[src/design/holonomic_goal_velocity_controller_defines.svh]
// assertion macros for the goal velocity controller
`ifndef HOLONOMIC_GOAL_VELOCITY_CONTROLLER_DEFINES_SVH
`define HOLONOMIC_GOAL_VELOCITY_CONTROLLER_DEFINES_SVH
// implication checked on every clock edge out of reset
`define HGVC_ASSERT_IMP(label, clk, rst_n, ante, cons, msg) \
  label: assert property (@(posedge clk) disable iff (!rst_n) (ante) |-> (cons)) \
    else $error(msg);
// next-cycle implication
`define HGVC_ASSERT_NXT(label, clk, rst_n, ante, cons, msg) \
  label: assert property (@(posedge clk) disable iff (!rst_n) (ante) |=> (cons)) \
    else $error(msg);
`endif

[src/design/hgvc_pkg.sv]
// ----------------------------------------------------------------------------
// hgvc_pkg
// constants, atan table and field types of the goal velocity controller
// ----------------------------------------------------------------------------
package hgvc_pkg;
  localparam int CORDIC_STEPS_DEF = 16;
  localparam int TBL_LEN = 24;
  localparam int ZW = 34;
  localparam int XW = 40;
  localparam logic signed [ZW-1:0] PI_Q30 = 34'sd3373259426;
  localparam logic signed [ZW-1:0] HALF_PI_Q30 = 34'sd1686629713;
  localparam logic signed [XW-1:0] GAIN_Q30 = 40'sd652032874;
  localparam logic signed [15:0] PI_Q13 = 16'sd25736;
  localparam logic [31:0] FAR_SQ = 32'd37748736;
  localparam logic [31:0] NEAR_SQ = 32'd670761;
  localparam logic [31:0] CLOSE_SQ = 32'd42025;
  localparam logic [15:0] BIG_ANG = 16'd4096;
  localparam logic [15:0] SMALL_ANG = 16'd41;
  localparam logic [15:0] ONE_RAD = 16'd8192;
  localparam logic [14:0] LIN_RST = 15'd2048;
  localparam logic [14:0] ANG_RST = 15'd2458;
  localparam logic [7:0] HOLD_RST = 8'd10;

  function automatic logic signed [ZW-1:0] atan_at(input logic [4:0] i);
    logic signed [ZW-1:0] v;
    case (i)
      5'd0: v = 34'sd843314857;
      5'd1: v = 34'sd497837829;
      5'd2: v = 34'sd263043837;
      5'd3: v = 34'sd133525159;
      5'd4: v = 34'sd67021687;
      5'd5: v = 34'sd33543516;
      5'd6: v = 34'sd16775851;
      5'd7: v = 34'sd8388437;
      5'd8: v = 34'sd4194283;
      5'd9: v = 34'sd2097149;
      default: v = (i < 5'd24) ? (34'sd1 <<< (5'd30 - i)) : 34'sd0;
    endcase
    return v;
  endfunction

  typedef struct packed {
    logic signed [15:0] goal_x;
    logic signed [15:0] goal_y;
    logic last_point;
    logic restart;
  } in_item_t;

  typedef struct packed {
    logic signed [15:0] vel_x;
    logic signed [15:0] vel_y;
    logic signed [15:0] turn_rate;
    logic position_reached;
    logic goal_done;
  } out_item_t;

  // cordic control: vectoring or rotation
  typedef struct packed {
    logic start;
    logic vect;
    logic signed [XW-1:0] x0;
    logic signed [XW-1:0] y0;
    logic signed [ZW-1:0] z0;
  } cordic_cmd_t;
endpackage

[src/design/hgvc_serial_mul.sv]
// ----------------------------------------------------------------------------
// hgvc_serial_mul
// shift-add multiplier, one bit of the unsigned multiplier per cycle
// ----------------------------------------------------------------------------
module hgvc_serial_mul import hgvc_pkg::*; (
  input  logic clk,
  input  logic rst_n,
  input  logic start,
  input  logic signed [XW-1:0] a,
  input  logic [15:0] b,
  output logic busy,
  output logic signed [XW+15:0] p
);
  logic signed [XW+15:0] acc_r, acc_nxt, m_r, m_nxt;
  logic [15:0] b_r, b_nxt;
  logic [4:0] n_r, n_nxt;

  always_comb begin
    acc_nxt = acc_r; m_nxt = m_r; b_nxt = b_r; n_nxt = n_r;
    if (start) begin
      acc_nxt = '0; m_nxt = (XW+16)'(a); b_nxt = b; n_nxt = 5'd16;
    end else if (n_r != 5'd0) begin
      if (b_r[0]) acc_nxt = acc_r + m_r;
      m_nxt = m_r <<< 1;
      b_nxt = b_r >> 1;
      n_nxt = n_r - 5'd1;
    end
  end

  always_ff @(posedge clk) begin
    if (!rst_n) n_r <= '0;
    else n_r <= n_nxt;
    acc_r <= acc_nxt; m_r <= m_nxt; b_r <= b_nxt;
  end

  assign busy = (n_r != 5'd0);
  assign p = acc_r;
endmodule
[config.mk]
export PLATFORM = sky130hd
export DESIGN_NAME = hgvc_serial_mul
export DESIGN_NICKNAME = d
export VERILOG_FILES = /design/src/design/holonomic_goal_velocity_controller_defines.svh /design/src/design/hgvc_pkg.sv /design/src/design/hgvc_serial_mul.sv
export SDC_FILE = /design/constraint.sdc
export NUM_CORES = 1
export LEC_CHECK = 0
export BUFFER_PORTS_ARGS = -buffer_cell sky130_fd_sc_hd__buf_4
export CAP_MARGIN = 20
export CORE_ASPECT_RATIO = 0.6
export CORE_MARGIN = 4
export CORE_UTILIZATION = 51
export DETAILED_ROUTE_END_ITERATION = 8
export GPL_ROUTABILITY_DRIVEN = 0
export PLACE_DENSITY = 0.83
export SETUP_SLACK_MARGIN = 0.5
export SLEW_MARGIN = 10
export SYNTH_ARGS = -nofsm -noshare
export SYNTH_HDL_FRONTEND = slang
export SYNTH_SLANG_ARGS = --single-unit
export TNS_END_PERCENT = 5
[constraint.sdc]
create_clock -name clk -period 3.5 [get_ports clk]
set_input_delay 0.525 -clock clk [delete_from_list [all_inputs] [get_ports clk]]
set_output_delay 0.525 -clock clk [all_outputs]
set_load 0.005 [all_outputs]
# Word level (Yosys, flattened, before mapping)
# Index checks and enable logic that the tools add are counted.
[totals] ff_bits=133
[classes] reduce_logical=4 add_sub_neg=2 mux=6 bitwise=1
[op_table] operator="2-to-1 mux 56 bit" count=2
[op_table] operator="adder 56 bit" count=1
[op_table] operator="2-to-1 mux 16 bit" count=2
[op_table] operator="2-to-1 mux 5 bit" count=2
[op_table] operator="nonzero test 5 bit" count=1
[op_table] operator="subtractor 5 x 1 -> 5 bit (second input constant)" count=1
[op_table] operator="AND reduction 2 bit" count=1
[op_table] operator="nonzero test 2 bit" count=1
[op_table] operator="OR reduction 2 bit" count=1
[op_table] operator="inverter 1 bit" count=1

# Logic depth before layout (Yosys ltp)
[logic_depth] depth_word=3 ltp_mapped=11 mapped_depth_nobuf=11

# Worst setup path before layout
# Ideal clock, no wire load.
[synth_path] kind="input to register" from="in start" to="reg b_r[0] (enable)" setup_ps=442 cell_stages=3 required_time_ps=3058 arrival_ps=2716 path_slack_ps=342 cell_sequence="clkbuf_1 > clkinv_1 > nand2b_1"
[synth_between] elab_chain_len=1
[synth_lines] item="start, declared" line_no="hgvc_serial_mul.sv:8" source="input logic start,"
[synth_lines] item="nonzero test 2 bit (no source line)"
[synth_lines] item="end signal, assigned" line_no="hgvc_serial_mul.sv:33" source="acc_r <= acc_nxt; m_r <= m_nxt; b_r <= b_nxt;"
[synth_lines] item="end, declared" line_no="hgvc_serial_mul.sv:15" source="logic [15:0] b_r, b_nxt;"
# No other way between the ends.
# A chain may end at the register's enable or synchronous reset.

# Worst setup path in the final report
[layout_path] from="reg m_r[3]" to="reg acc_r[33], in the netlist p[33]"
[layout_between] elab_chain_len=1
[layout_lines] item="start, declared" line_no="hgvc_serial_mul.sv:14" source="logic signed [XW+15:0] acc_r, acc_nxt, m_r, m_nxt;"
[layout_lines] item="start signal, assigned" line_no="hgvc_serial_mul.sv:33"
[layout_lines] item="adder 56 bit" line_no="hgvc_serial_mul.sv:23" source="if (b_r[0]) acc_nxt = acc_r + m_r;"
[layout_lines] item="end signal, assigned" line_no="hgvc_serial_mul.sv:33"
[layout_lines] item="end, declared" line_no="hgvc_serial_mul.sv:14"
# No other way between the ends.

==> results by group <==
Run status
  • Status: completed

Power and ir drop
  • Combinational group share of total power: approximately half
  • Reg power frac: 30.4%
  • Switching share of power: 42.6%
  • Maximum VDD drop: 0.000402 V
  • Clk pwr share: between 20% and 30%
  • Int Pwr: ~4.8 mW
  • Total power per unit cell area: 824 nW/um2
  • Leak: 4.37 nW
  • Psw: 3.57 mW

Cells and area
  • Final-stage net count: between 1000 and 1500
  • Post-Route Utilization: 65.1%
  • Fraction of layout cells with a size suffix above 1: between 20 and 30%
  • Diode count: 0
  • Synthesis-to-layout area growth: 23.0%
  • Final Non-Filler Cells: 1226

Placement
  • IO Port Bufs: 115
  • Post-DP HPWL: between 15000 and 20000 um
  • Dpl cells: roughly 1200

Drt
  • Vias per std cell: between 6 and 7
  • DRT antenna net count: 0
  • DRT Wirelength: about 24000 um
  • Routed vias: between 7000 and 8000
  • Residual DRC: 0
  • DRT Pass-1 Iters: 6
  • Initial DRC Count: 847
  • Post-DR wirelength/cell: roughly 19 um

STA
  • Final TNS setup: 0 ps
  • Fin crit share: 86.8%
  • Max Slew Vio Count: 0
  • Hold Slack: ~330 ps
  • Setup violations, final: 0
  • Fmax: 0.329 GHz
  • Final hold vios: 0
  • Slew HR: a little under a third
  • Final Skew: approximately 12 ps
  • Final critical-path required period: just over 3000 ps
  • RSZ-0062 raised after global routing: yes
  • Worst Tran Pin Value: between 1000 and 1500 ps

Yosys
  • Post-Syn Instances: between 800 and 900
  • Synth Flop Type: edfxtp_1
  • Post-synthesis sequential area ratio: 40.9%
  • Compound-Gate Fraction of Synth Area: between 10% and 20%
  • Post-Syn Area: 8280 um2
  • Xor/xnor share of the synthesized area: just over 4%
  • Synth warn: 0
  • Largest family of logic cells by synthesized area: compound AO/OA/AOI/OAI gates
  • Register bit total from synthesis: approximately 130
  • Simple-gate share of the synthesized area: roughly 16%
  • Yosys cell types: 64
  • Syn Area/Cell: ~9.2 um2
  • Synthesized Nets: 1012
  • Async SR Flop Fraction: 0%
  • Multiplexer area fraction after synthesis: between 7 and 8%
  • EDFF count, synth: just over 70
  • Post-synth top cells: nand2_1, a21oi_1, edfxtp_1
  • Largest cells by area after synthesis: edfxtp_1, dfxtp_1, ha_1
  • Cell accounting for the most synthesized area: edfxtp_1
  • Synth top area share: a little over a quarter
  • Top-count cell post-synth: nand2_1
  • Adder-cell share of the synthesized area: 8.86%

CTS
  • Clock Sinks: between 100 and 150
  • Clock Latency Late Sink: ~430 ps
  • Clock transition at the registers of the reported paths: about 70 ps
  • CTS Root Cell: clkbuf_16
  • H-Tree Depth: 4
  • Cts bufs inserted: 17
  • Hold buffers post-CTS: 0
  • TritonCTS clock tree: done
  • Clock Path Buffers: 2

Floorplan
  • Core ar.: roughly 16000 um2
  • Die height: 107 um
  • Die Area: about 18000 um2
  • Ports: 116
  • Num rows: 35
  • Initial Utilization: between 50% and 60%
  • Horiz. Die Dim: ~170 um

Setup path
  • Maximum fanout along the worst path: 5
  • Startpoint class of the critical path: flip-flop
  • Worst path required time: approximately 3900 ps
  • CP Data Arrival Time: ~3400 ps
  • Setup CP Type: flip-flop to flip-flop
  • Worst Setup End Kind: flip-flop
  • Reg2Reg Depth: 10

Min path
  • WHS Path Cells: 2
  • Worst hold path type: input pin to flip-flop

Global route
  • Number of global-route vias before repair: roughly 7000
  • Tot GR Track Use: around 25%
  • Remaining global-route overflow: 0
  • Largest net degree at the start of global routing: 73
  • Initial antenna violation count: 0
  • First-pass GRT wire length: 36900 um

Run
  • Total of max-cap violations: 0
[state kept, by name, indices dropped and copies added (netlist names)]
signal	count
b_r	16
n_r	5
m_r	56
p	56
[power groups by stage]
stage | clock (mW) | combinational [mW] | sequential (mW)
detailed placement | 0 | 3.70 | 2.54
finish | 1.75 | 4.08 | 2.55
global route | 1.83 | 4.45 | 2.59
global placement | 0 | 3.63 | 2.53
floorplan | 0 | 2.62 | 2.43
CTS | 1.76 | 3.86 | 2.52
[cell families (layout without fill, tap and decap cells)]
logic type	after synthesis	in the layout
xor gates and xnor gates	39	39
buffers and inverters	74	202
muxes	54	54
adders and majority gates	58	58
AOI/OAI and AO/OA	259	259
and+or+nand+nor	278	278
DFF	133	133
[critical path: stages (launching register included)]
cell and delay, ps:
edfxtp_1 410, ha_1 370, o211ai_1 140, o21bai_2 270
or3b_1 390, a21bo_1 250, a21oi_2 200, a31oi_2 160
o31a_1 310, or4_1 400, nand3_1 80
[cells in the final DEF (no fill, tap or decap), drive strengths merged, types with 4 or more instances in the layout]
cell      instances
a211oi            9
a21o             29
a21oi           101
a31oi             8
and2              9
and3              7
buf             135
clkbuf           17
clkinvlp          4
dfxtp            61
edfxtp           72
ha               57
inv              44
mux2             54
nand2           116
nand2b            6
nand3            31
nand4            12
nor2             52
nor2b             5
nor3             14
nor4b             4
o2111ai           4
o211ai            6
o21a              5
o21ai            54
o21bai            6
o31ai             4
or3               7
xnor2            23
xor2             16
[path summary, 6_finish.rpt]
path	end	from	slack, ps
setup reg to reg	p[33]$_SDFFE_PP0P_	m_r[3]$_DFFE_PP_	460
hold reg to reg	p[13]$_SDFFE_PP0P_	p[13]$_SDFFE_PP0P_	470
setup / recovery	p[33]$_SDFFE_PP0P_	m_r[3]$_DFFE_PP_	460
hold / removal	n_r[4]$_SDFFE_PN0P_	rst_n	330
[final cells by class]
cell class / instances / area (um2)
clock buffer: 17 / 425
clock inverter: 15 / 134
fill: 1225 / 5460
inverter: 35 / 131
multi-input combinational: 688 / 4830
sequential: 133 / 3380
tap: 203 / 254
timing repair buffer: 135 / 1020
[layer usage]
layer  wire (um)  vias up  GRT usage [%]
met1       11400     3583           40.9
met5           0        -              0
met4         239        0           4.94
li1            -     3542              -
met3        2480       36           6.23
met2        9550      421           32.7
[per-stage QoR]
step	total power, mW	cell area (um2)	worst slack (ps)
6_report	8.39	10200	463
5_1_grt	8.88	10200	348
4_1_cts	8.14	10000	453
3_5_place_dp	6.24	9320	134
3_3_place_gp	6.16	9320	252
2_1_floorplan	5.05	8280	536
[timing repair]
item	in CTS	in global routing
pin swaps	7	13
setup buffers	6	6
endpoints found under the setup margin	21	22
resized for setup	17	22
(Power assumes the default switching activity.)
