`src/design/holonomic_goal_velocity_controller_defines.svh`:
```
// assertion macros for the goal velocity controller
`ifndef HOLONOMIC_GOAL_VELOCITY_CONTROLLER_DEFINES_SVH
`define HOLONOMIC_GOAL_VELOCITY_CONTROLLER_DEFINES_SVH
// implication checked on every clock edge out of reset
`define HGVC_ASSERT_IMP(label, clk, rst_n, ante, cons, msg) \
  label: assert property (@(posedge clk) disable iff (!rst_n) (ante) |-> (cons)) \
    else $error(msg);
// next-cycle implication
`define HGVC_ASSERT_NXT(label, clk, rst_n, ante, cons, msg) \
  label: assert property (@(posedge clk) disable iff (!rst_n) (ante) |=> (cons)) \
    else $error(msg);
`endif

```
`src/design/hgvc_pkg.sv`:
```
// ----------------------------------------------------------------------------
// hgvc_pkg
// constants, atan table and field types of the goal velocity controller
// ----------------------------------------------------------------------------
package hgvc_pkg;
  localparam int CORDIC_STEPS_DEF = 16;
  localparam int TBL_LEN = 24;
  localparam int ZW = 34;
  localparam int XW = 40;
  localparam logic signed [ZW-1:0] PI_Q30 = 34'sd3373259426;
  localparam logic signed [ZW-1:0] HALF_PI_Q30 = 34'sd1686629713;
  localparam logic signed [XW-1:0] GAIN_Q30 = 40'sd652032874;
  localparam logic signed [15:0] PI_Q13 = 16'sd25736;
  localparam logic [31:0] FAR_SQ = 32'd37748736;
  localparam logic [31:0] NEAR_SQ = 32'd670761;
  localparam logic [31:0] CLOSE_SQ = 32'd42025;
  localparam logic [15:0] BIG_ANG = 16'd4096;
  localparam logic [15:0] SMALL_ANG = 16'd41;
  localparam logic [15:0] ONE_RAD = 16'd8192;
  localparam logic [14:0] LIN_RST = 15'd2048;
  localparam logic [14:0] ANG_RST = 15'd2458;
  localparam logic [7:0] HOLD_RST = 8'd10;

  function automatic logic signed [ZW-1:0] atan_at(input logic [4:0] i);
    logic signed [ZW-1:0] v;
    case (i)
      5'd0: v = 34'sd843314857;
      5'd1: v = 34'sd497837829;
      5'd2: v = 34'sd263043837;
      5'd3: v = 34'sd133525159;
      5'd4: v = 34'sd67021687;
      5'd5: v = 34'sd33543516;
      5'd6: v = 34'sd16775851;
      5'd7: v = 34'sd8388437;
      5'd8: v = 34'sd4194283;
      5'd9: v = 34'sd2097149;
      default: v = (i < 5'd24) ? (34'sd1 <<< (5'd30 - i)) : 34'sd0;
    endcase
    return v;
  endfunction

  typedef struct packed {
    logic signed [15:0] goal_x;
    logic signed [15:0] goal_y;
    logic last_point;
    logic restart;
  } in_item_t;

  typedef struct packed {
    logic signed [15:0] vel_x;
    logic signed [15:0] vel_y;
    logic signed [15:0] turn_rate;
    logic position_reached;
    logic goal_done;
  } out_item_t;

  // cordic control: vectoring or rotation
  typedef struct packed {
    logic start;
    logic vect;
    logic signed [XW-1:0] x0;
    logic signed [XW-1:0] y0;
    logic signed [ZW-1:0] z0;
  } cordic_cmd_t;
endpackage

```
`src/design/hgvc_cordic.sv`:
```
// ----------------------------------------------------------------------------
// hgvc_cordic
// shared cordic unit, one micro-rotation per cycle, vectoring or rotation
// ----------------------------------------------------------------------------
module hgvc_cordic import hgvc_pkg::*; #(
  parameter int CORDIC_STEPS = CORDIC_STEPS_DEF
) (
  input  logic clk,
  input  logic rst_n,
  input  cordic_cmd_t cmd,
  output logic busy,
  output logic signed [XW-1:0] x_out,
  output logic signed [XW-1:0] y_out,
  output logic signed [ZW-1:0] z_out
);
  localparam int N = (CORDIC_STEPS < TBL_LEN) ? CORDIC_STEPS : TBL_LEN;
  logic signed [XW-1:0] x_r, y_r, x_nxt, y_nxt;
  logic signed [ZW-1:0] z_r, z_nxt;
  logic [4:0] i_r, i_nxt;
  logic busy_r, busy_nxt, vect_r, vect_nxt, dir;

  always_comb begin
    x_nxt = x_r; y_nxt = y_r; z_nxt = z_r; i_nxt = i_r;
    busy_nxt = busy_r; vect_nxt = vect_r;
    dir = vect_r ? (y_r > 0) : (z_r >= 0);
    if (cmd.start) begin
      x_nxt = cmd.x0; y_nxt = cmd.y0; z_nxt = cmd.z0;
      i_nxt = '0; busy_nxt = 1'b1; vect_nxt = cmd.vect;
    end else if (busy_r) begin
      if (vect_r) begin
        x_nxt = dir ? x_r + (y_r >>> i_r) : x_r - (y_r >>> i_r);
        y_nxt = dir ? y_r - (x_r >>> i_r) : y_r + (x_r >>> i_r);
        z_nxt = dir ? z_r + atan_at(i_r) : z_r - atan_at(i_r);
      end else begin
        x_nxt = dir ? x_r - (y_r >>> i_r) : x_r + (y_r >>> i_r);
        y_nxt = dir ? y_r + (x_r >>> i_r) : y_r - (x_r >>> i_r);
        z_nxt = dir ? z_r - atan_at(i_r) : z_r + atan_at(i_r);
      end
      i_nxt = i_r + 5'd1;
      if (i_r == 5'(N - 1)) busy_nxt = 1'b0;
    end
  end

  always_ff @(posedge clk) begin
    if (!rst_n) begin
      busy_r <= 1'b0;
      i_r <= '0;
      vect_r <= 1'b0;
    end else begin
      busy_r <= busy_nxt;
      i_r <= i_nxt;
      vect_r <= vect_nxt;
    end
    x_r <= x_nxt; y_r <= y_nxt; z_r <= z_nxt;
  end

  assign busy = busy_r;
  assign x_out = x_r;
  assign y_out = y_r;
  assign z_out = z_r;
endmodule

```
`config.mk`:
```
export PLATFORM = sky130hd
export DESIGN_NAME = hgvc_cordic
export DESIGN_NICKNAME = d
export VERILOG_FILES = /design/src/design/holonomic_goal_velocity_controller_defines.svh /design/src/design/hgvc_pkg.sv /design/src/design/hgvc_cordic.sv
export SDC_FILE = /design/constraint.sdc
export NUM_CORES = 1
export LEC_CHECK = 0
export CAP_MARGIN = 20
export CORE_MARGIN = 3
export CORE_UTILIZATION = 35
export CTS_CLUSTER_DIAMETER = 50
export DETAILED_ROUTE_END_ITERATION = 7
export DONT_BUFFER_PORTS = 1
export SLEW_MARGIN = 10
export SYNTH_ARGS = -nofsm -noshare
export SYNTH_HDL_FRONTEND = slang
export SYNTH_SLANG_ARGS = --single-unit
```
`constraint.sdc`:
```
create_clock -name clk -period 8.3 [get_ports clk]
set_clock_uncertainty 0.2 [all_clocks]
set_input_delay 0.415 -clock clk [delete_from_list [all_inputs] [get_ports clk]]
set_output_delay 0.415 -clock clk [all_outputs]
set_load 0.02 [all_outputs]
```
# Word level (Yosys, flattened, before mapping)
# Cells that the tools add are included.
[word_totals]
register_bits = 121
in_bits = 118
output_inout_bits = 115
[op_classes]
addsub = 10
order_cmp = 3
n_eq_ne = 10
shift = 3
muxes = 27
n_bitwise = 1
n_reduce_logical = 3
[ops]
columns = ["operator", "count"]
rows = [
  ["two-way mux 34 bit", 12],
  ["two-way mux 40 bit", 10],
  ["case mux 34 bit (10 select lines)", 1],
  ["adder 40 bit", 2],
  [">>> shifter 40 x 5 -> 40 bit", 2],
  ["subtractor 40 bit", 2],
  ["adder 34 bit", 2],
  ["subtractor 34 bit", 2],
  ["> comparator 40 x 1 -> 1 bit (second input constant)", 1],
  [">= comparator 34 x 1 -> 1 bit (second input constant)", 1],
  ["<<< shifter 2 x 5 -> 34 bit (first input constant)", 1],
  ["== test 5 x 3 -> 1 bit (second input constant)", 4],
  ["== test 5 x 4 -> 1 bit (second input constant)", 3],
  ["== test 5 x 2 -> 1 bit (second input constant)", 2],
  ["adder 5 x 1 -> 5 bit (second input constant)", 1],
  ["== test 5 x 1 -> 1 bit (second input constant)", 1],
  ["zero test 5 bit", 1],
  ["less-than comparator 5 bit (second input constant)", 1],
  ["subtractor 5 bit (first input constant)", 1],
  ["two-way mux 1 bit", 4],
  ["nonzero test 2 bit", 1],
  ["OR reduction 2 bit", 1],
  ["inverter 1 bit", 1],
]

# Longest topological paths before layout
# Gate-level depths: netlist (run 1).
[depth]
word_depth = 12
mapped_depth = 27
depth_no_buf = 23

# Least setup slack after synthesis (run 1)
# OpenSTA, ideal clock, no wires.
[synth_timing]
kind = "register -> register"
startpoint = "register i_r[0]"
endpoint = "register z_r[32], in the netlist z_out[32] (data pin)"
setup_time_ns = 0.258
t_arrival_ns = 5.533
required_time_ns = 7.842
setup_slack_ns = 2.308
path_stages_with_launch = 26
path_buffers = 5
cell_sequence = "dfxtp_1 > buf_2 > buf_1 > inv_1 > clkbuf_1 > clkbuf_1 > ha_1 > or2_2 > a22oi_1 > or2_2 > nand2_1 > nor4_1 > nor2_1 > ha_1 > buf_6 > or4_4 > or3_1 > nor3_2 > a211oi_2 > o211ai_2 > o22ai_2 > o21bai_2 > a31oi_1 > a311oi_2 > xor2_1 > o21ai_1"
[synth_between]
elab_chain_len = 12
elab_cells_between_ends = 30
classes_between = "add/sub (5); order compare (1); eq/ne (9); shift (1); mux (13); reduce/logical (1)"
[synth_rtl]
columns = ["element", "line_no", "rtl"]
rows = [
  ["start, declared", "hgvc_cordic.sv:19", "logic [4:0] i_r, i_nxt;"],
  ["start signal, assigned", "hgvc_cordic.sv:51", "i_r <= i_nxt;"],
  ["subtractor 5 bit", "hgvc_pkg.sv:37", "default: v = (i < 5'd24) ? (34'sd1 <<< (5'd30 - i)) : 34'sd0;"],
  ["<<< shifter 2 x 5 -> 34 bit", "hgvc_pkg.sv:37", ""],
  ["two-way mux 34 bit", "hgvc_pkg.sv:37", ""],
  ["case mux 34 bit (10 select lines) (*)", "hgvc_pkg.sv:26", "case (i)"],
  ["two-way mux 34 bit", "hgvc_cordic.sv:30", "if (vect_r) begin"],
  ["two-way mux 34 bit", "hgvc_cordic.sv:29", "end else if (busy_r) begin"],
  ["two-way mux 34 bit", "hgvc_cordic.sv:26", "if (cmd.start) begin"],
  ["adder 34 bit, or another cell as far along", "hgvc_cordic.sv:37", "z_nxt = dir ? z_r - atan_at(i_r) : z_r + atan_at(i_r);"],
  ["two-way mux 34 bit, on equally long branches", "hgvc_cordic.sv:37, hgvc_cordic.sv:33", ""],
  ["two-way mux 34 bit (*)", "hgvc_cordic.sv:30", ""],
  ["two-way mux 34 bit (*)", "hgvc_cordic.sv:29", ""],
  ["two-way mux 34 bit (*)", "hgvc_cordic.sv:26", ""],
  ["named net z_nxt[32]", "hgvc_cordic.sv:18", "logic signed [ZW-1:0] z_r, z_nxt;"],
  ["end signal, assigned", "hgvc_cordic.sv:54", "x_r <= x_nxt; y_r <= y_nxt; z_r <= z_nxt;"],
  ["end, declared", "hgvc_cordic.sv:18", ""],
]
# The timed path passes the listed nets; every way through them passes the cells marked *. The select of a mux whose other input is x is not followed.
# A chain may end at the register's enable or synchronous reset.

# Worst setup path after layout (run 1)
[layout_timing]
startpoint = "register i_r[1]"
endpoint = "register y_r[34], in the netlist y_out[34] (data pin)"
[layout_between]
elab_chain_len = 6
elab_cells_between_ends = 8
classes_between = "add/sub (2); shift (1); mux (5)"
[layout_rtl]
columns = ["element", "line_no", "rtl"]
rows = [
  [">>> shifter 40 x 5 -> 40 bit (*)", "hgvc_cordic.sv:32, hgvc_cordic.sv:36", ""],
  ["subtractor 40 bit / adder 40 bit (equally long branches)", "hgvc_cordic.sv:32, hgvc_cordic.sv:36", ""],
  ["two-way mux 40 bit, on equally long branches", "hgvc_cordic.sv:36, hgvc_cordic.sv:32", ""],
  ["two-way mux 40 bit (*)", "hgvc_cordic.sv:30", ""],
  ["two-way mux 40 bit (*)", "hgvc_cordic.sv:29", ""],
  ["two-way mux 40 bit (*)", "hgvc_cordic.sv:26", ""],
  ["named net y_nxt[34]", "hgvc_cordic.sv:17", "logic signed [XW-1:0] x_r, y_r, x_nxt, y_nxt;"],
  ["end signal, assigned", "hgvc_cordic.sv:54", ""],
  ["end, declared", "hgvc_cordic.sv:17", ""],
]
# Marks and branches as above.

==> flow_summary.toml, run 1 <==
[yosys]
synth_warnings = 0
synth_ff_type = "edfxtp_1"
synth-seq-cells = 121
ys_async_sr_fraction_pct = 0
yosysUniqueCellTypes = 108
synth_area_um2 = 22500
syn_area_per_cell_um2 = 7.33
synth_edf_count = 114
syn_inst = 3065
ys_seq_area_share_pct = 15.9

[routing]
drt_pass1_iterations = 5
wl_mm = 84.7
vias = 23400
wl_per_cell_um = 20.9
drtIter0Drc = 2030
drc = 0
ant_nets = 0
post_drt_via_cell_ratio = 5.77

[floorplan]
die_h_um = 259
coreArea_um2 = 63300
die_w_um = 259
fp.dieArea_um2 = 67300
num_rows = 92
start_util_pct = 35.5
ios = 233

[global_route]
grt_pass1_wl_mm = 131
antenna_found_initial = 5
grt_pass1_vias = 22400
grt_usage_pct = 24.6
overflow = 0
grt_max_degree = 188

[finish]
seqCellArea_um2 = 3570
multi_input_area_um2 = 17100
layout_commonest_cell = "nand2_1"
mostFrequentLayoutCells = "336 x nand2_1, 314 x nor2_1, 312 x a21oi_1"
n_fill_cell = 6638
drive_gt1_share_pct = 6.75
final_cell_area_um2 = 26300
area_delta_synth_final_pct = 17.1
fin_nets = 3541

[cts]
h-tree-depth = 4
cts.sinks = 121
numCtsBuffers = 17
cts_tree = "done"
post_cts_resized = 0
root_buffer = "clkbuf_16"
clkTransAtPathRegs_ps = 70
worstSkewPairLatency_ps = 490
cts_buffer_depth = 2

[timing]
worst_slack_ps = 1240
setup_viol = 0
period_share_pct = 85.1
fmax_mhz = 142
min_period_ps = 7060
tns_ps = 0
slew_viol_final = 0
slew_headroom_pct = 32.0
whs_ps = 26.1
hold_viol = 0
tightest_slew_ps = 1020
rsz0062_at_grt = "false"

[setup_path]
timing.critical_path.buf_inv = 2
critPathLaunchType = "flip-flop"
crit_path_end_kind = "flip-flop"
reg2reg_depth = 21
regToRegSetupSlack_ps = 1240
cp.arrival_ps = 7110
crit_type = "reg -> reg"
worstPathMaxFanout = 75
path_depth = 21
reg2reg_from = "i_r[1]"
worst_ep_required_time_ps = 8340
cp_cell_sequence = "buf_4 -> mux2_2 -> o21ai_0 -> nor2_1 -> a31o_2 -> o21ai_0 -> nor2_1 -> nor2_1 -> ha_1 -> nand2b_1 -> a221oi_1 -> a211oi_2 -> nor3_1 -> o21ai_1 -> a211oi_1 -> o21ai_1 -> o31ai_1 -> a221oi_1 -> xnor2_1 -> o21ai_1 -> dlygate4sd3_1"
r2r_end = "y_out[34]"
cpMaxStageDelayCell = "dfxtp_4"
cpPeakStageDelay_ps = 920
path_delay_family = "compound AO/OA/AOI/OAI gates"

[placed_design]
hpwlAfterDp_mm = 64.1
port_buffers = 0
place_area_um2 = 22800
finalWeightedCongestion = 0.935
dp_slack_ps = 1840

[pwr]
p_leak_nw = 10.9
irDropWorstVdd_mv = 0.210
powerDensity_nw_per_um2 = 473
total_power_mw = 12.4

[outcome]
status = "complete, no violations"

[hold_path]
hold_path.startpoint = "cmd[0]"
holdPathEnd = "z_out[0]"
min_path_cells = 2
worstHoldPathType = "in -> reg"

[run]
cap_violations = 0
[through the flow]
stage	util (%)	cells
2_1_floorplan	-	3067
3_3_place_gp	36.0	3729
3_5_place_dp	36.0	3729
4_1_cts	41.5	4046
5_1_grt	41.6	4048
6_report	41.6	4049
[flip-flops by register name, summed over array words and instances, names as in the netlist]
name	cells
busy	1
i_r	5
vect_r	1
x_out	40
y_out	40
z_out	34
[worst max path at each step]
stage / start / end / slack [ps]
after CTS: i_r[0] / z_out[30] / 1240
after global placement: i_r[0] / z_out[30] / 1870
after detailed placement: i_r[0] / z_out[30] / 1840
after floorplan: i_r[0] / z_out[32] / 2310
after global routing: i_r[1] / z_out[30] / 690
final: i_r[1] / y_out[34] / 1240
[per-layer routing]
metal	up-vias	GRT usage (%)	wire length, um
li1	11300	-	-
met1	11100	31.3	35900
met2	903	41.4	40000
met3	129	5.25	6340
met4	4	8.08	2400
met5	-	0	27
[report_power, final]
part	switching, mW	internal (mW)
combinational	5.58	3.91
clock	0.320	0.494
sequential	1.05	1.09
[area by class of cell]
type                    instances  area share (%)
diodes                          2          0.0190
well taps                     846            4.02
multi-input cells            2508            65.1
inverters                     235            3.35
repair buffers                305            11.5
clock inverters                 6           0.162
flip-flops and latches        121            13.6
clock buffers                  26            2.26
[worst register-to-register path, delay by kind of cell, from the launching register on]
| kind | cells | cell delay (ps) |
|---|---|---|
| fa+ha+maj | 1 | 350 |
| simple gates | 5 | 950 |
| flops | 1 | 920 |
| xor+xnor | 1 | 210 |
| mux | 1 | 410 |
| compound gates | 11 | 2680 |
| buf+inv | 2 | 1100 |
[cell usage after synthesis (all sizes together) (8+ instances only)]
library cell | n | area [um2]
nand3 | 39 | 195
a31o | 8 | 70.1
edfxtp | 114 | 3420
clkbuf | 133 | 562
or2 | 14 | 87.6
a311oi | 11 | 109
nand4 | 27 | 169
mux2i | 95 | 951
o31a | 9 | 80.1
a21oi | 316 | 1600
a31oi | 22 | 138
nor3 | 59 | 300
a21o | 49 | 370
a211oi | 51 | 393
o21a | 50 | 375
o21ai | 279 | 1400
o21bai | 40 | 304
nor2 | 314 | 1180
nor4 | 35 | 231
nand2b | 40 | 250
o211ai | 25 | 193
a21boi | 9 | 67.6
nor2b | 36 | 225
and2 | 14 | 87.6
o41ai | 8 | 70.1
or4 | 11 | 90.1
a2111oi | 12 | 125
inv | 234 | 878
or3 | 15 | 93.8
nand2 | 336 | 1260
mux2 | 60 | 676
ha | 229 | 2870
a221oi | 12 | 105
mux4 | 40 | 901
o311ai | 9 | 96.4
xor2 | 13 | 114
and3 | 13 | 81.3
xnor2 | 94 | 823
o31ai | 23 | 178
buf | 67 | 325
[repair_timing]
item,CTS,global route
endpoints found under the hold margin,120,0
hold buffers,285,0
buffers inserted,0,0
[logic make-up after synthesis]
group / count (synthesis) / share of synthesized area, %
flops: 121 / 15.9
xor+xnor: 107 / 4.17
mux: 195 / 11.2
other cells: 2 / 0.0334
fa+ha+maj: 235 / 13.3
buf+inv: 438 / 8.01
compound gates: 1000 / 28.0
simple gates: 967 / 19.4
(Power assumes the default switching activity.)
==> inputs of run 2 (changes only) <==
- CORE_MARGIN: 3 -> 4
- HOLD_SLACK_MARGIN: unset -> 0.02
- MAX_ROUTING_LAYER: unset -> met4
==> run 2 against run 1 <==
  * First-iteration DRC count fell by 1.8%
  * Non-clock buffer count fell by 17
  * Die area rose by 1.5%
  * Combinational power fell by 0.7%
  * Via count fell by 0.18%
  * Cell area fell by 0.67%
  * Routed wire length rose by 0.56%
  * Worst setup slack got worse by 46 ps
  * Core utilization fell by 0.28 points
  * Critical path type unchanged
  * Largest cell class unchanged
==> flow_summary.toml, run 2 (synthesis results as in run 1) <==
[cts]
h-tree-depth = 4
worstSkewPairLatency_ps = 490
clkTransAtPathRegs_ps = 70
cts_buffer_depth = 2
root_buffer = "clkbuf_16"
cts.sinks = 121
hold_buffers = 269
cts_setup_buffers = 0
cts_tree = "done"
numCtsBuffers = 17
post_cts_resized = 0

[finish]
layout_commonest_cell = "nand2_1"
seqCellArea_um2 = 3570
multi_input_area_um2 = 17100
n_fill_cell = 6581
final_cell_area_um2 = 26100
area_delta_synth_final_pct = 16.3
mostFrequentLayoutCells = "336 x nand2_1, 314 x nor2_1, 312 x a21oi_1"
fin_nets = 3524
drive_gt1_share_pct = 6.82

[placed_design]
place_area_um2 = 22800
port_buffers = 0
hpwlAfterDp_mm = 64.3
finalWeightedCongestion = 0.965

[pwr]
clockPowerShare_pct = 6.4
power.switching_mw = 6.94
p_leak_nw = 10.9
intPower_mw = 5.41
powerDensity_nw_per_um2 = 473
irDropWorstVdd_mv = 0.210
switching_share_pct = 56.2
combPwrFrac_pct = 76.3
p_seq_share_pct = 17.4

[floorplan]
coreArea_um2 = 63300
fp.dieArea_um2 = 68300
die_h_um = 261
ios = 233
num_rows = 92
start_util_pct = 35.5
die_w_um = 261

[global_route]
overflow = 0
grt_pass1_vias = 22000
grt_pass1_wl_mm = 129
grt_max_degree = 165
antenna_found_initial = 5
grt_usage_pct = 24.7

[run]
cap_violations = 0

[setup_path]
worstPathMaxFanout = 63
cp.arrival_ps = 7150
worst_ep_required_time_ps = 8340
regToRegSetupSlack_ps = 1190
critPathLaunchType = "flip-flop"
crit_path_end_kind = "flip-flop"
crit_type = "reg -> reg"

[hold_path]
worstHoldPathType = "in -> reg"

[outcome]
status = "complete, no violations"

[routing]
vias = 23300
drtIter0Drc = 1994
wl_per_cell_um = 21.1
drc = 0
drt_pass1_iterations = 6
post_drt_via_cell_ratio = 5.78
ant_nets = 0
wl_mm = 85.1

[timing]
setup_viol = 0
slew_viol_final = 0
min_period_ps = 7110
tightest_slew_ps = 1060
tns_ps = 0
rsz0062_at_grt = "false"
hold_viol = 0
period_share_pct = 85.7
slew_headroom_pct = 29.5
fmax_mhz = 141
==> run 2: cell types whose count changed in the layout (fill, tap and decap cells not counted), moves of 2 or more <==
cell	change
dlygate4sd3_1	-17
diode_2	+4
clkbuf_16	-2
clkinv_2	+2
==> run 2: critical path, cell delays in order, from the launching register on <==
cell           delay, ps
dfxtp_4              840
buf_4                550
mux2_2               400
o21ai_0              300
o21ai_0              170
o21ai_0              380
nor2_1                80
nor2_1               220
ha_1                 370
nor3_1               570
a211oi_2             250
nor3_1               420
o21ai_1              200
a211oi_1             380
o21ai_1              190
o31ai_1              280
a221oi_1             150
xnor2_1              210
o21ai_1               80
dlygate4sd3_1        560
==> run 2: final timing paths <==
path	startpoint	end	cells after the start
setup / recovery	i_r[1]	y_out[34]	19
hold / removal	cmd[115]	z_out[29]	2
setup reg to reg	i_r[1]	y_out[34]	19
hold reg to reg	busy	i_r[4]	2
==> run 2: power by group through the flow <==
stage               Sequential (mW)  Combinational, mW  Clock [mW]
finish                         2.15               9.42       0.786
global route                   2.19               10.4       0.832
CTS                            2.16               9.26       0.813
detailed placement             2.17               8.75           0
global placement               2.16               8.76           0
floorplan                      1.73               6.87           0
==> run 2: layout make-up <==
cell class / count / share of cell area [%]
Clock buffer: 24 / 2.12
Multi-Input combinational cell: 2508 / 65.6
Clock inverter: 8 / 0.206
Antenna cell: 6 / 0.0574
Tap cell: 846 / 4.05
Inverter: 235 / 3.37
Timing Repair Buffer: 288 / 11.0
Sequential cell: 121 / 13.7
==> run 2: metrics by stage <==
stage          hold WS, ps  total power [mW]  utilization [%]  setup WS [ps]  std cells
4_1_cts               28.8              12.2             41.2           1220       4029
3_5_place_dp           354              10.9             36.0           1810       3728
5_1_grt               77.5              13.4             41.3            702       4035
2_1_floorplan          318              8.60                -           2310       3067
6_report              98.6              12.4             41.3           1190       4036
3_3_place_gp           346              10.9             36.0           1820       3728
==> run 2: layer usage <==
layer | track usage [%] | up-vias | routed length (um)
li1 | - | 11300 | -
met1 | 30.8 | 11000 | 36100
met2 | 40.3 | 884 | 40000
met3 | 5.00 | 152 | 6270
met4 | 7.98 | 0 | 2740
met5 | - | - | 0
